$ cat config.mk
export PLATFORM = sky130hd
export DESIGN_NAME = mecanum_drive_mixer
export DESIGN_NICKNAME = d
export VERILOG_FILES = /design/src/rtl/mdm_pkg.sv /design/src/rtl/mdm_front.sv /design/src/rtl/mdm_div.sv /design/src/rtl/mecanum_drive_mixer.sv
export SDC_FILE = /design/constraint.sdc
export NUM_CORES = 2
export LEC_CHECK = 0
export BUFFER_PORTS_ARGS = -buffer_cell sky130_fd_sc_hd__buf_2
export CAP_MARGIN = 20
export CORE_UTILIZATION = 45
export CTS_CLUSTER_SIZE = 20
export DETAILED_ROUTE_END_ITERATION = 8
export REMOVE_ABC_BUFFERS = 1
export SETUP_SLACK_MARGIN = 0.4
export SLEW_MARGIN = 0
export SYNTH_ARGS = -nofsm -noshare
export SYNTH_HDL_FRONTEND = slang
export SYNTH_SLANG_ARGS = --single-unit
$ cat constraint.sdc
create_clock -name i_clk -period 8.3 [get_ports i_clk]
set_input_delay 1.245 -clock i_clk [delete_from_list [all_inputs] [get_ports i_clk]]
set_output_delay 1.245 -clock i_clk [all_outputs]
set_load 0.01 [all_outputs]
$ cat src/rtl/mdm_pkg.sv
// Shared widths, payload types and helpers for the mecanum drive mixer.
// No dependencies; every other file in rtl/ uses this package.
package mdm_pkg;

    localparam int SPD_W   = 9;            // speed and drive width
    localparam int SUM_W   = 11;           // wheel sum, +/-768 max
    localparam int MAG_W   = 10;           // |sum|, up to 768
    localparam int LIM_W   = 8;            // drive limit register
    localparam int NUM_W   = MAG_W + LIM_W; // |sum| * limit
    localparam int Q_W     = 8;            // quotient magnitude, <= limit
    localparam int N_WHEEL = 4;

    localparam int BITS_PER_STAGE = 2;
    localparam int DIV_STAGES     = Q_W / BITS_PER_STAGE;

    localparam logic [LIM_W-1:0] LIMIT_RESET = 8'd255;

    // Wheel order: front-left, front-right, back-right, back-left
    localparam int FL = 0;
    localparam int FR = 1;
    localparam int BR = 2;
    localparam int BL = 3;

    typedef logic signed [SUM_W-1:0] t_sum;

    typedef struct packed {
        logic [NUM_W-1:0] rem;   // partial remainder
        logic [Q_W-1:0]   quo;   // quotient magnitude built so far
        logic             neg;   // wheel sum was negative
    } t_lane;

    typedef struct packed {
        t_lane [N_WHEEL-1:0] lane;
        logic [MAG_W-1:0]    div;    // peak when scaling, else 1
        logic                scaled;
    } t_div_word;

    function automatic logic [MAG_W-1:0] sum_mag(input t_sum v);
        t_sum a;
        a = (v < 0) ? -v : v;
        return a[MAG_W-1:0];
    endfunction

    function automatic logic [SPD_W-1:0] drive_mag(input logic signed [SPD_W-1:0] v);
        return (v < 0) ? -v : v;
    endfunction

endpackage

$ cat src/rtl/mdm_front.sv
// Front end of the mixer: wheel sums, peak search, numerator select.
// Three register stages with per-stage ready; uses mdm_pkg.
module mdm_front (
    input  logic                               i_clk,
    input  logic                               i_rst_n,
    input  logic                               i_valid,
    output logic                               o_ready,
    input  logic signed [mdm_pkg::SPD_W-1:0]   i_fwd,
    input  logic signed [mdm_pkg::SPD_W-1:0]   i_side,
    input  logic signed [mdm_pkg::SPD_W-1:0]   i_rot,
    input  logic        [mdm_pkg::LIM_W-1:0]   i_limit,
    output logic                               o_valid,
    input  logic                               i_ready,
    output mdm_pkg::t_div_word                 o_word
);

    // stage A: sums
    logic              r_a_valid;
    mdm_pkg::t_sum     r_a_sum [mdm_pkg::N_WHEEL];
    mdm_pkg::t_sum     n_a_sum [mdm_pkg::N_WHEEL];
    // stage B: magnitudes and peak
    logic                           r_b_valid;
    logic [mdm_pkg::MAG_W-1:0]      r_b_mag [mdm_pkg::N_WHEEL];
    logic [mdm_pkg::N_WHEEL-1:0]    r_b_neg;
    logic [mdm_pkg::MAG_W-1:0]      r_b_peak;
    logic                           r_b_scaled;
    logic [mdm_pkg::MAG_W-1:0]      n_b_mag [mdm_pkg::N_WHEEL];
    logic [mdm_pkg::MAG_W-1:0]      w_m01, w_m23, n_b_peak;
    // stage C: divider operands
    logic                           r_c_valid;
    mdm_pkg::t_div_word             r_c_word;
    mdm_pkg::t_div_word             n_c_word;

    logic w_rdy_a, w_rdy_b, w_rdy_c;

    assign w_rdy_c = !r_c_valid || i_ready;
    assign w_rdy_b = !r_b_valid || w_rdy_c;
    assign w_rdy_a = !r_a_valid || w_rdy_b;
    assign o_ready = w_rdy_a;
    assign o_valid = r_c_valid;
    assign o_word  = r_c_word;

    always_comb begin
        mdm_pkg::t_sum a, b, c;
        a = mdm_pkg::t_sum'(i_fwd);
        b = mdm_pkg::t_sum'(i_side);
        c = mdm_pkg::t_sum'(i_rot);
        n_a_sum[mdm_pkg::FL] = a + b + c;
        n_a_sum[mdm_pkg::FR] = a - b - c;
        n_a_sum[mdm_pkg::BR] = a + b - c;
        n_a_sum[mdm_pkg::BL] = a - b + c;
    end

    always_comb begin
        for (int k = 0; k < mdm_pkg::N_WHEEL; k++) begin
            n_b_mag[k] = mdm_pkg::sum_mag(r_a_sum[k]);
        end
        w_m01    = (n_b_mag[0] > n_b_mag[1]) ? n_b_mag[0] : n_b_mag[1];
        w_m23    = (n_b_mag[2] > n_b_mag[3]) ? n_b_mag[2] : n_b_mag[3];
        n_b_peak = (w_m01 > w_m23) ? w_m01 : w_m23;
    end

    always_comb begin
        n_c_word.scaled = r_b_scaled;
        n_c_word.div    = r_b_scaled ? r_b_peak : mdm_pkg::MAG_W'(1);
        for (int k = 0; k < mdm_pkg::N_WHEEL; k++) begin
            n_c_word.lane[k].quo = '0;
            n_c_word.lane[k].neg = r_b_neg[k];
            // unscaled: |sum| / 1 returns |sum| itself
            n_c_word.lane[k].rem = r_b_scaled
                ? mdm_pkg::NUM_W'(r_b_mag[k]) * mdm_pkg::NUM_W'(i_limit)
                : mdm_pkg::NUM_W'(r_b_mag[k]);
        end
    end

    always_ff @(posedge i_clk) begin
        if (!i_rst_n) begin
            r_a_valid <= 1'b0;
            r_b_valid <= 1'b0;
            r_c_valid <= 1'b0;
        end else begin
            if (w_rdy_a) r_a_valid <= i_valid;
            if (w_rdy_b) r_b_valid <= r_a_valid;
            if (w_rdy_c) r_c_valid <= r_b_valid;
        end
    end

    always_ff @(posedge i_clk) begin
        if (w_rdy_a) begin
            r_a_sum <= n_a_sum;
        end
        if (w_rdy_b) begin
            r_b_mag    <= n_b_mag;
            r_b_peak   <= n_b_peak;
            r_b_scaled <= n_b_peak > mdm_pkg::MAG_W'(i_limit);
            for (int k = 0; k < mdm_pkg::N_WHEEL; k++) begin
                r_b_neg[k] <= r_a_sum[k] < 0;
            end
        end
        if (w_rdy_c) begin
            r_c_word <= n_c_word;
        end
    end

`ifndef SYNTHESIS
    a_scaled_div: assert property (@(posedge i_clk) disable iff (!i_rst_n)
        r_c_valid && r_c_word.scaled |-> r_c_word.div > mdm_pkg::MAG_W'(i_limit))
        else $error("scaled item with peak not above limit");
    a_unscaled_div: assert property (@(posedge i_clk) disable iff (!i_rst_n)
        r_c_valid && !r_c_word.scaled |-> r_c_word.div == mdm_pkg::MAG_W'(1))
        else $error("unscaled item with divisor other than one");
`endif

endmodule

$ cat src/rtl/mdm_div.sv
// Pipelined restoring divider, four wheel lanes sharing one divisor.
// Two quotient bits per stage; uses mdm_pkg.
module mdm_div (
    input  logic               i_clk,
    input  logic               i_rst_n,
    input  logic               i_valid,
    output logic               o_ready,
    input  mdm_pkg::t_div_word i_word,
    output logic               o_valid,
    input  logic               i_ready,
    output mdm_pkg::t_div_word o_word
);

    localparam int LAST = mdm_pkg::DIV_STAGES - 1;

    logic [mdm_pkg::DIV_STAGES-1:0] r_v;
    mdm_pkg::t_div_word             r_word [mdm_pkg::DIV_STAGES];
    mdm_pkg::t_div_word             w_src  [mdm_pkg::DIV_STAGES];
    mdm_pkg::t_div_word             n_word [mdm_pkg::DIV_STAGES];
    logic [mdm_pkg::DIV_STAGES-1:0] w_vsrc;
    logic [mdm_pkg::DIV_STAGES:0]   w_rdy;

    always_comb begin
        w_src[0]  = i_word;
        w_vsrc[0] = i_valid;
        for (int s = 1; s < mdm_pkg::DIV_STAGES; s++) begin
            w_src[s]  = r_word[s-1];
            w_vsrc[s] = r_v[s-1];
        end
        w_rdy[mdm_pkg::DIV_STAGES] = i_ready;
        for (int s = LAST; s >= 0; s--) begin
            w_rdy[s] = !r_v[s] || w_rdy[s+1];
        end
    end

    // compare-subtract of divisor << bit, from the top quotient bit down
    always_comb begin
        logic [mdm_pkg::NUM_W-1:0] shifted;
        shifted = '0;
        for (int s = 0; s < mdm_pkg::DIV_STAGES; s++) begin
            n_word[s] = w_src[s];
            for (int b = 0; b < mdm_pkg::BITS_PER_STAGE; b++) begin
                for (int k = 0; k < mdm_pkg::N_WHEEL; k++) begin
                    shifted = mdm_pkg::NUM_W'(n_word[s].div)
                        << (mdm_pkg::Q_W - 1 - s * mdm_pkg::BITS_PER_STAGE - b);
                    if (n_word[s].lane[k].rem >= shifted) begin
                        n_word[s].lane[k].rem = n_word[s].lane[k].rem - shifted;
                        n_word[s].lane[k].quo[mdm_pkg::Q_W - 1
                            - s * mdm_pkg::BITS_PER_STAGE - b] = 1'b1;
                    end
                end
            end
        end
    end

    always_ff @(posedge i_clk) begin
        if (!i_rst_n) begin
            r_v <= '0;
        end else begin
            for (int s = 0; s < mdm_pkg::DIV_STAGES; s++) begin
                if (w_rdy[s]) r_v[s] <= w_vsrc[s];
            end
        end
    end

    always_ff @(posedge i_clk) begin
        for (int s = 0; s < mdm_pkg::DIV_STAGES; s++) begin
            if (w_rdy[s]) r_word[s] <= n_word[s];
        end
    end

    assign o_ready = w_rdy[0];
    assign o_valid = r_v[LAST];
    assign o_word  = r_word[LAST];

`ifndef SYNTHESIS
    a_div_nonzero: assert property (@(posedge i_clk) disable iff (!i_rst_n)
        r_v[0] |-> r_word[0].div != '0)
        else $error("zero divisor in divider");
    a_rem_below_div: assert property (@(posedge i_clk) disable iff (!i_rst_n)
        r_v[LAST] |->
            mdm_pkg::NUM_W'(r_word[LAST].div) > r_word[LAST].lane[0].rem &&
            mdm_pkg::NUM_W'(r_word[LAST].div) > r_word[LAST].lane[1].rem &&
            mdm_pkg::NUM_W'(r_word[LAST].div) > r_word[LAST].lane[2].rem &&
            mdm_pkg::NUM_W'(r_word[LAST].div) > r_word[LAST].lane[3].rem)
        else $error("final remainder not below divisor");
`endif

endmodule

$ cat src/rtl/mecanum_drive_mixer.sv
// Top level of the mecanum drive mixer: limit register, front end,
// divider and the signed output register. Uses mdm_pkg, mdm_front, mdm_div.
//
//  channel   dir  handshake               payload
//  --------  ---  ----------------------  ------------------------------------
//  s_axis    in   i_s_axis_tvalid/tready  tdata: fwd, side, rot (9b each)
//  m_axis    out  o_m_axis_tvalid/tready  tdata: fl, fr, br, bl; tuser: scaled
//  cfg       in   i_cfg_we                i_cfg_wdata: drive limit
//
// One transfer per cycle sustained when the output is not stalled. Eight
// register stages: three front stages (mix, peak, numerator), four divider
// stages at two quotient bits each and one output stage.
// Each stage has its own valid and ready, so bubbles close up and a stall
// at the output holds every loaded stage without loss.
// Synchronous active-low reset clears all valids and sets the limit to 255.
module mecanum_drive_mixer (
    input  logic        i_clk,
    input  logic        i_rst_n,
    input  logic        i_s_axis_tvalid,
    output logic        o_s_axis_tready,
    // [8:0] forward_speed, [17:9] sideways_speed, [26:18] rotation_speed
    input  logic [31:0] i_s_axis_tdata,
    output logic        o_m_axis_tvalid,
    input  logic        i_m_axis_tready,
    // [8:0] front_left, [17:9] front_right, [26:18] back_right,
    // [35:27] back_left drive
    output logic [39:0] o_m_axis_tdata,
    // [0] was_scaled
    output logic [0:0]  o_m_axis_tuser,
    input  logic        i_cfg_we,
    input  logic [7:0]  i_cfg_wdata
);

    localparam int W = mdm_pkg::SPD_W;

    logic [mdm_pkg::LIM_W-1:0] r_limit;

    logic               w_front_valid, w_front_ready;
    mdm_pkg::t_div_word w_front_word;
    logic               w_div_valid, w_out_ready;
    mdm_pkg::t_div_word w_div_word;

    logic                       r_out_valid;
    logic signed [W-1:0]        r_drive [mdm_pkg::N_WHEEL];
    logic signed [W-1:0]        n_drive [mdm_pkg::N_WHEEL];
    logic                       r_scaled;

    // drive limit, both threshold and scale
    always_ff @(posedge i_clk) begin
        if (!i_rst_n) begin
            r_limit <= mdm_pkg::LIMIT_RESET;
        end else if (i_cfg_we) begin
            r_limit <= i_cfg_wdata;
        end
    end

    mdm_front u_front (
        .i_clk   (i_clk),
        .i_rst_n (i_rst_n),
        .i_valid (i_s_axis_tvalid),
        .o_ready (o_s_axis_tready),
        .i_fwd   ($signed(i_s_axis_tdata[W-1:0])),
        .i_side  ($signed(i_s_axis_tdata[2*W-1:W])),
        .i_rot   ($signed(i_s_axis_tdata[3*W-1:2*W])),
        .i_limit (r_limit),
        .o_valid (w_front_valid),
        .i_ready (w_front_ready),
        .o_word  (w_front_word)
    );

    mdm_div u_div (
        .i_clk   (i_clk),
        .i_rst_n (i_rst_n),
        .i_valid (w_front_valid),
        .o_ready (w_front_ready),
        .i_word  (w_front_word),
        .o_valid (w_div_valid),
        .i_ready (w_out_ready),
        .o_word  (w_div_word)
    );

    assign w_out_ready = !r_out_valid || i_m_axis_tready;

    // floor for negative sums: -(q + 1) when the division left a remainder
    always_comb begin
        logic [W-1:0] q;
        q = '0;
        for (int k = 0; k < mdm_pkg::N_WHEEL; k++) begin
            q = W'(w_div_word.lane[k].quo)
                + W'(w_div_word.lane[k].rem != '0 && w_div_word.lane[k].neg);
            n_drive[k] = w_div_word.lane[k].neg ? -$signed(q) : $signed(q);
        end
    end

    always_ff @(posedge i_clk) begin
        if (!i_rst_n) begin
            r_out_valid <= 1'b0;
        end else if (w_out_ready) begin
            r_out_valid <= w_div_valid;
        end
    end

    always_ff @(posedge i_clk) begin
        if (w_out_ready) begin
            r_drive  <= n_drive;
            r_scaled <= w_div_word.scaled;
        end
    end

    assign o_m_axis_tvalid = r_out_valid;
    assign o_m_axis_tdata  = {4'b0000,
                              r_drive[mdm_pkg::BL], r_drive[mdm_pkg::BR],
                              r_drive[mdm_pkg::FR], r_drive[mdm_pkg::FL]};
    assign o_m_axis_tuser  = r_scaled;

`ifndef SYNTHESIS
    a_drive_in_limit: assert property (@(posedge i_clk) disable iff (!i_rst_n)
        r_out_valid |->
            mdm_pkg::drive_mag(r_drive[0]) <= W'(r_limit) &&
            mdm_pkg::drive_mag(r_drive[1]) <= W'(r_limit) &&
            mdm_pkg::drive_mag(r_drive[2]) <= W'(r_limit) &&
            mdm_pkg::drive_mag(r_drive[3]) <= W'(r_limit))
        else $error("drive magnitude above limit");
    a_peak_hits_limit: assert property (@(posedge i_clk) disable iff (!i_rst_n)
        r_out_valid && r_scaled |->
            mdm_pkg::drive_mag(r_drive[0]) == W'(r_limit) ||
            mdm_pkg::drive_mag(r_drive[1]) == W'(r_limit) ||
            mdm_pkg::drive_mag(r_drive[2]) == W'(r_limit) ||
            mdm_pkg::drive_mag(r_drive[3]) == W'(r_limit))
        else $error("scaled item without a wheel at the limit");
`endif

endmodule

# --- Word-level counts from Yosys, hierarchy flattened ---
# Memories as Yosys holds them, arrays and structs flattened.
# Index checks and enable logic that the tools add are counted.
op_classes:
  n_addsub: 50
  multipliers: 4
  div: 0
  order_cmp: 40
  eq_ne: 0
  shift: 0
  n_mux: 83
  bitwise: 0
  n_reduce_logical: 24
op_table:
  columns: ["operator", "n"]
  rows:
  - ["$mux 18", 28]
  - ["$mux 10", 11]
  - ["$mux 19", 4]
  - ["$ge 18x10->1", 4]
  - ["$ge 18x11->1", 4]
  - ["$ge 18x12->1", 4]
  - ["$ge 18x13->1", 4]
  - ["$ge 18x14->1", 4]
  - ["$ge 18x15->1", 4]
  - ["$ge 18x16->1", 4]
  - ["$ge 18x17->1", 4]
  - ["$mul 10x8->18", 4]
  - ["$reduce_bool 18->1", 4]
  - ["$sub 18x10->18", 4]
  - ["$sub 18x11->18", 4]
  - ["$sub 18x12->18", 4]
  - ["$sub 18x13->18", 4]
  - ["$sub 18x14->18", 4]
  - ["$sub 18x15->18", 4]
  - ["$sub 18x16->18", 4]
  - ["$sub 18x17->18", 4]
  - ["$lt 11x1->1 const B", 4]
  - ["$neg 10->10", 4]
  - ["$add 8x1->9", 4]
  - ["12 further kinds", 74]
totals:
  reg_bits: 239
  latch_bits: 0
  mem_bits_rw: 476
  mem_bits_ro: 0
  input_bits: 45
  out_inout_bits: 43
  wordCells: 241
  mem_count: 1
memory_table:
  columns: ["memory", "depth", "word_bits", "rd", "rd_ports_with_merged_regs", "wr", "line", "source"]
  rows:
  - ["u_div.r_word", 4, 119, 4, 0, 4, "mdm_div.sv:17", "mdm_pkg::t_div_word r_word [mdm_pkg::DIV_STAGES];"]

# --- Depth between registers and ports, before layout ---
depth:
  ltp_word: 9
  depth_mapped: 37
  depth_no_buf: 36

# --- Cells and area by module ---
# From an unflattened synthesis, not the netlist that was laid out.
hier_totals:
  hier_cells: 5952
  hier_area_um2: 59429.5
modules_own_cells:
  columns: ["mod", "instances", "cells_each", "area_each_um2", "seq_area_each_um2"]
  rows:
  - ["mdm_div", 1, 3497, 35276.3, 14373.8]
  - ["mdm_front", 1, 2119, 20853.8, 5465.2]
  - ["mecanum_drive_mixer", 1, 336, 3299.4, 1291.2]

# --- Least setup slack after synthesis ---
# Ideal clock, no wire load.
synth_path:
  kind: "register -> register"
  startpoint: "register u_front.r_a_sum[0] (netlist bit)"
  endpoint: "register u_front.r_b_scaled (data pin)"
  setup_time_ns: 0.283
  arrival_ns: 6.372
  required_time_ns: 8.017
  path_slack_ns: 1.644
  stages_incl_launch_ff: 36
  n_path_buf: 2
  synth_period_minus_slack_ns: 6.656
  path_cell_list: "edfxtp_1 -> inv_1 -> ha_1 -> nand2_1 -> o21ai_0 -> inv_1 -> ha_1 -> nor2b_1 -> o21a_1 -> o21ai_0 -> maj3_1 -> maj3_1 -> maj3_1 -> o22ai_1 -> clkbuf_1 -> o21ai_0 -> ha_1 -> a21o_1 -> a21o_1 -> a21oi_1 -> nor2_1 -> a2111oi_0 -> a31oi_1 -> clkbuf_1 -> o21ai_0 -> ha_1 -> nor2b_1 -> o21a_1 -> o21a_1 -> o21a_1 -> o21ai_0 -> nand2b_1 -> a21oi_1 -> nor2b_1 -> o22ai_1 -> o311ai_0"
synth_rtl:
  columns: ["element", "line", "source"]
  rows:
  - ["start, declared", "mdm_front.sv:19", "mdm_pkg::t_sum r_a_sum [mdm_pkg::N_WHEEL];"]
  - ["start signal, assigned", "mdm_front.sv:90", "r_a_sum <= n_a_sum;"]
  - ["end signal, assigned", "mdm_front.sv:95", "r_b_scaled <= n_b_peak > mdm_pkg::MAG_W'(i_limit);"]
  - ["end, declared", "mdm_front.sv:26", "logic r_b_scaled;"]

==> results.py <==
metrics = {
    "outcome": {
        "status": "finished with violations",
        "violations": "design-rule violations",
    },
    "yosys": {
        "synth-async-reset-ratio_pct": 0,
        "synth_top_area_cell": "edfxtp_1",
        "yosysSeqAreaShare_pct": 34.2,
        "synth-edff-count": 629,
        "ys_top_cells_by_count": "629 x edfxtp_1, 571 x ha_1, 562 x inv_1, 508 x nand2_1, 348 x nor2_1",
        "yosys.area.top_type_share_pct": 33.6,
        "synth_cells": 5730,
        "synth_cell_types": 99,
        "synth.most_common_cell": "edfxtp_1",
        "synthTopCellsByArea": "edfxtp_1 34%, ha_1 13%, fa_1 8.2%",
        "synth.avg_cell_area_um2": 9.81,
        "synth-warning-count": 0,
        "syn_area_um2": 56200,
        "ys.flop_type": "edfxtp_1",
        "yosys_register_bits": 645,
    },
    "timing": {
        "period_share_pct": 89.3,
        "drv_slew": 0,
        "fmax_mhz": 135,
        "final.min_clock_period_ps": 7410,
        "slew_headroom_pct": 26.5,
        "rsz0062_at_grt": "no",
        "hold_viol_final": 0,
        "timing.hold.ws_ps": 400,
        "fin_setup_tns_ps": 0,
        "setup_violations": 0,
        "fin_skew_ps": 27.2,
        "worstMarginPinSlew_ps": 1100,
    },
    "worst_setup_path": {
        "crit_arrival_ps": 7750,
        "max_stage_delay_ps": 610,
        "ff2ff_setup_slack_ps": 890,
        "worstReg2RegEnd": "u_front.r_b_scaled",
        "critical-path-top-delay-family": "compound AO/OA/AOI/OAI gates",
        "end_kind": "register",
        "crit_type": "register to register",
        "rr_startpoint": "u_front.r_a_sum[11]",
        "crit_path_start_kind": "register",
        "required_ps": 8640,
        "crit_buf_inv": 2,
        "critPathSlowestCell": "or4b_2",
        "crit_fanout": 9,
        "reg2regPathDepth": 31,
    },
    "clocking": {
        "hold_buffers": 0,
        "cts_max_level": 3,
        "path_clk_slew_ps": 60,
        "clk_latency_ps": 650,
        "clock-sinks": 645,
        "cts_tree": "yes",
        "postCtsSetupRepairBufs": 0,
        "cts_made_buffers": 77,
        "root_buffer": "clkbuf_16",
        "clk_path_buf_depth": 3,
    },
    "global_routing": {
        "grt_max_degree": 78,
        "grt_overflow": 0,
        "grt_pass1_wl_um": 211000,
        "track_usage_pct": 20.7,
        "antenna_found_initial": 0,
        "grt_pass1_vias": 39800,
    },
    "layout": {
        "nNetsFinal": 6674,
        "drive_gt1_share_pct": 8.59,
        "syn_to_final_growth_pct": 8.90,
        "antenna_cells": 0,
    },
    "route": {
        "routed_wl_um": 131000,
        "routed_via_density": 5.41,
        "drc": 4,
        "routedWlPerCell_um": 17.4,
        "vias": 40700,
        "antenna_left": 0,
        "first_pass_iters": 7,
        "drt_iter0_markers": 2271,
    },
    "run": {
        "cap_violations": 0,
    },
    "floorplan": {
        "dieArea_um2": 126000,
        "core.rowCount": 129,
        "core_region_area_um2": 124000,
        "dieWidth_um": 355,
        "start_util_pct": 45.4,
        "num_io_pins": 88,
        "die-height_um": 355,
    },
    "hold_path": {
        "hp-class": "register to register",
        "min_path_cells": 0,
        "holdPathEnd": "u_div.r_word[3][73]",
        "hp-start": "u_div.r_word[2][73]",
    },
    "placed_design": {
        "place.gp.congestion": 0.923,
        "io_buffers": 78,
        "hpwl_um": 103000,
    },
}
==> routing by layer <==
layer,global-route usage (%),up-vias,routed length (um)
met5,0,-,0
met2,34.7,778,60600
met1,26.8,19100,59400
li1,-,20600,-
met4,9.61,0,6040
met3,2.35,263,4730
==> per-stage QoR <==
stage          instances  area, um2  setup slack [ps]  util, %
6_report            7525      61200               889     49.4
5_1_grt             7525      61200               482     49.4
4_1_cts             7523      61200               648     49.4
3_5_place_dp        7384      58700               697     47.4
3_3_place_gp        7384      58700               803     47.4
2_1_floorplan       5602      55700              1030        -
==> cell usage in the layout, fill, tap and decap left out, types with 19 or more instances in the layout <==
| master | Yosys | final |
|---|---|---|
| fa_1 | 230 | 230 |
| clkbuf_1 | 104 | 19 |
| or3_1 | 35 | 35 |
| nor2b_1 | 94 | 94 |
| o21bai_1 | 51 | 51 |
| o31ai_1 | 42 | 42 |
| nor2_1 | 348 | 348 |
| and2_1 | 195 | 195 |
| or2_2 | 24 | 24 |
| a21o_1 | 134 | 134 |
| or4_1 | 27 | 27 |
| nand4_1 | 64 | 64 |
| o211ai_1 | 33 | 33 |
| mux2_2 | 161 | 161 |
| inv_1 | 562 | 557 |
| buf_4 | 5 | 68 |
| o21a_1 | 56 | 56 |
| mux2i_1 | 48 | 48 |
| nand2_1 | 508 | 505 |
| buf_2 | 8 | 78 |
| xor2_1 | 167 | 167 |
| clkbuf_16 | 0 | 80 |
| and3_1 | 36 | 36 |
| a21boi_0 | 38 | 38 |
| edfxtp_1 | 629 | 629 |
| a211oi_1 | 31 | 31 |
| a21oi_1 | 322 | 322 |
| ha_1 | 571 | 571 |
| nand3_1 | 106 | 106 |
| xnor2_1 | 271 | 271 |
| nor3_1 | 102 | 101 |
| a31oi_1 | 29 | 29 |
| nand2b_1 | 61 | 61 |
| nor4_1 | 53 | 49 |
| o21ai_0 | 303 | 303 |
==> worst reg2reg max path: cells and delay by family (launching register included) <==
family | cells | cell delay [ps]
DFF | 1 | 380
adders and majority gates | 6 | 1760
AOI/OAI and AO/OA | 17 | 3440
xor gates and xnor gates | 1 | 270
and+or+nand+nor | 5 | 930
buffers and inverters | 2 | 320
==> state kept, by name, summed over array words and instances (netlist names) <==
register	count
u_front.r_b_peak	10
o_m_axis_tuser	1
u_front.r_b_scaled	1
u_front.o_word	85
u_front.r_a_sum	42
u_div.r_v	4
u_front.r_a_valid	1
u_front.r_b_valid	1
u_front.o_valid	1
o_m_axis_tdata	36
u_front.r_b_neg	4
u_div.r_word	412
o_m_axis_tvalid	1
r_limit	8
u_front.r_b_mag	38
==> final cells by class <==
| type | instances | area (um2) |
|---|---|---|
| Clock buffer | 100 | 2090 |
| Timing Repair Buffer | 147 | 921 |
| Clock inverter | 39 | 407 |
| Fill cell | 11300 | 62600 |
| Sequential cell | 645 | 19200 |
| Multi-Input combinational cell | 4392 | 34400 |
| Tap cell | 1637 | 2050 |
| Inverter | 565 | 2130 |
==> logic make-up (layout without fill, tap and decap cells) <==
group / Yosys count / count (layout) / synth area share [%]
DFF: 645 / 645 / 34.2
buffers and inverters: 696 / 851 / 4.75
adders and majority gates: 809 / 809 / 21.0
xor gates and xnor gates: 438 / 438 / 6.83
other: 1 / 4 / 0.00667
and+or+nand+nor: 1753 / 1753 / 15.8
muxes: 210 / 210 / 4.10
AOI/OAI and AO/OA: 1178 / 1178 / 13.3
==> what timing repair did <==
action | 4_1_cts | 5_1_grt
endpoints found under the hold margin | 0 | 0
resized for setup | 0 | 1
endpoints found under the setup margin | 0 | 1
==> how the worst max path moves through the flow <==
| stage | cells past startpoint | start | slack, ps | to |
|---|---|---|---|---|
| floorplan | 33 | u_front.r_a_sum[0] | 1030 | u_front.r_b_scaled |
| global placement | 32 | u_front.r_a_sum[11] | 800 | u_front.r_b_scaled |
| detailed placement | 32 | u_front.r_a_sum[11] | 700 | u_front.r_b_scaled |
| CTS | 32 | u_front.r_a_sum[11] | 650 | u_front.r_b_scaled |
| global route | 31 | u_front.r_a_sum[11] | 480 | u_front.r_b_scaled |
| finish | 31 | u_front.r_a_sum[11] | 890 | u_front.r_b_scaled |
Power is not shown: default switching activity piles up to over one toggle a cycle in this logic, so the estimate is an artifact.
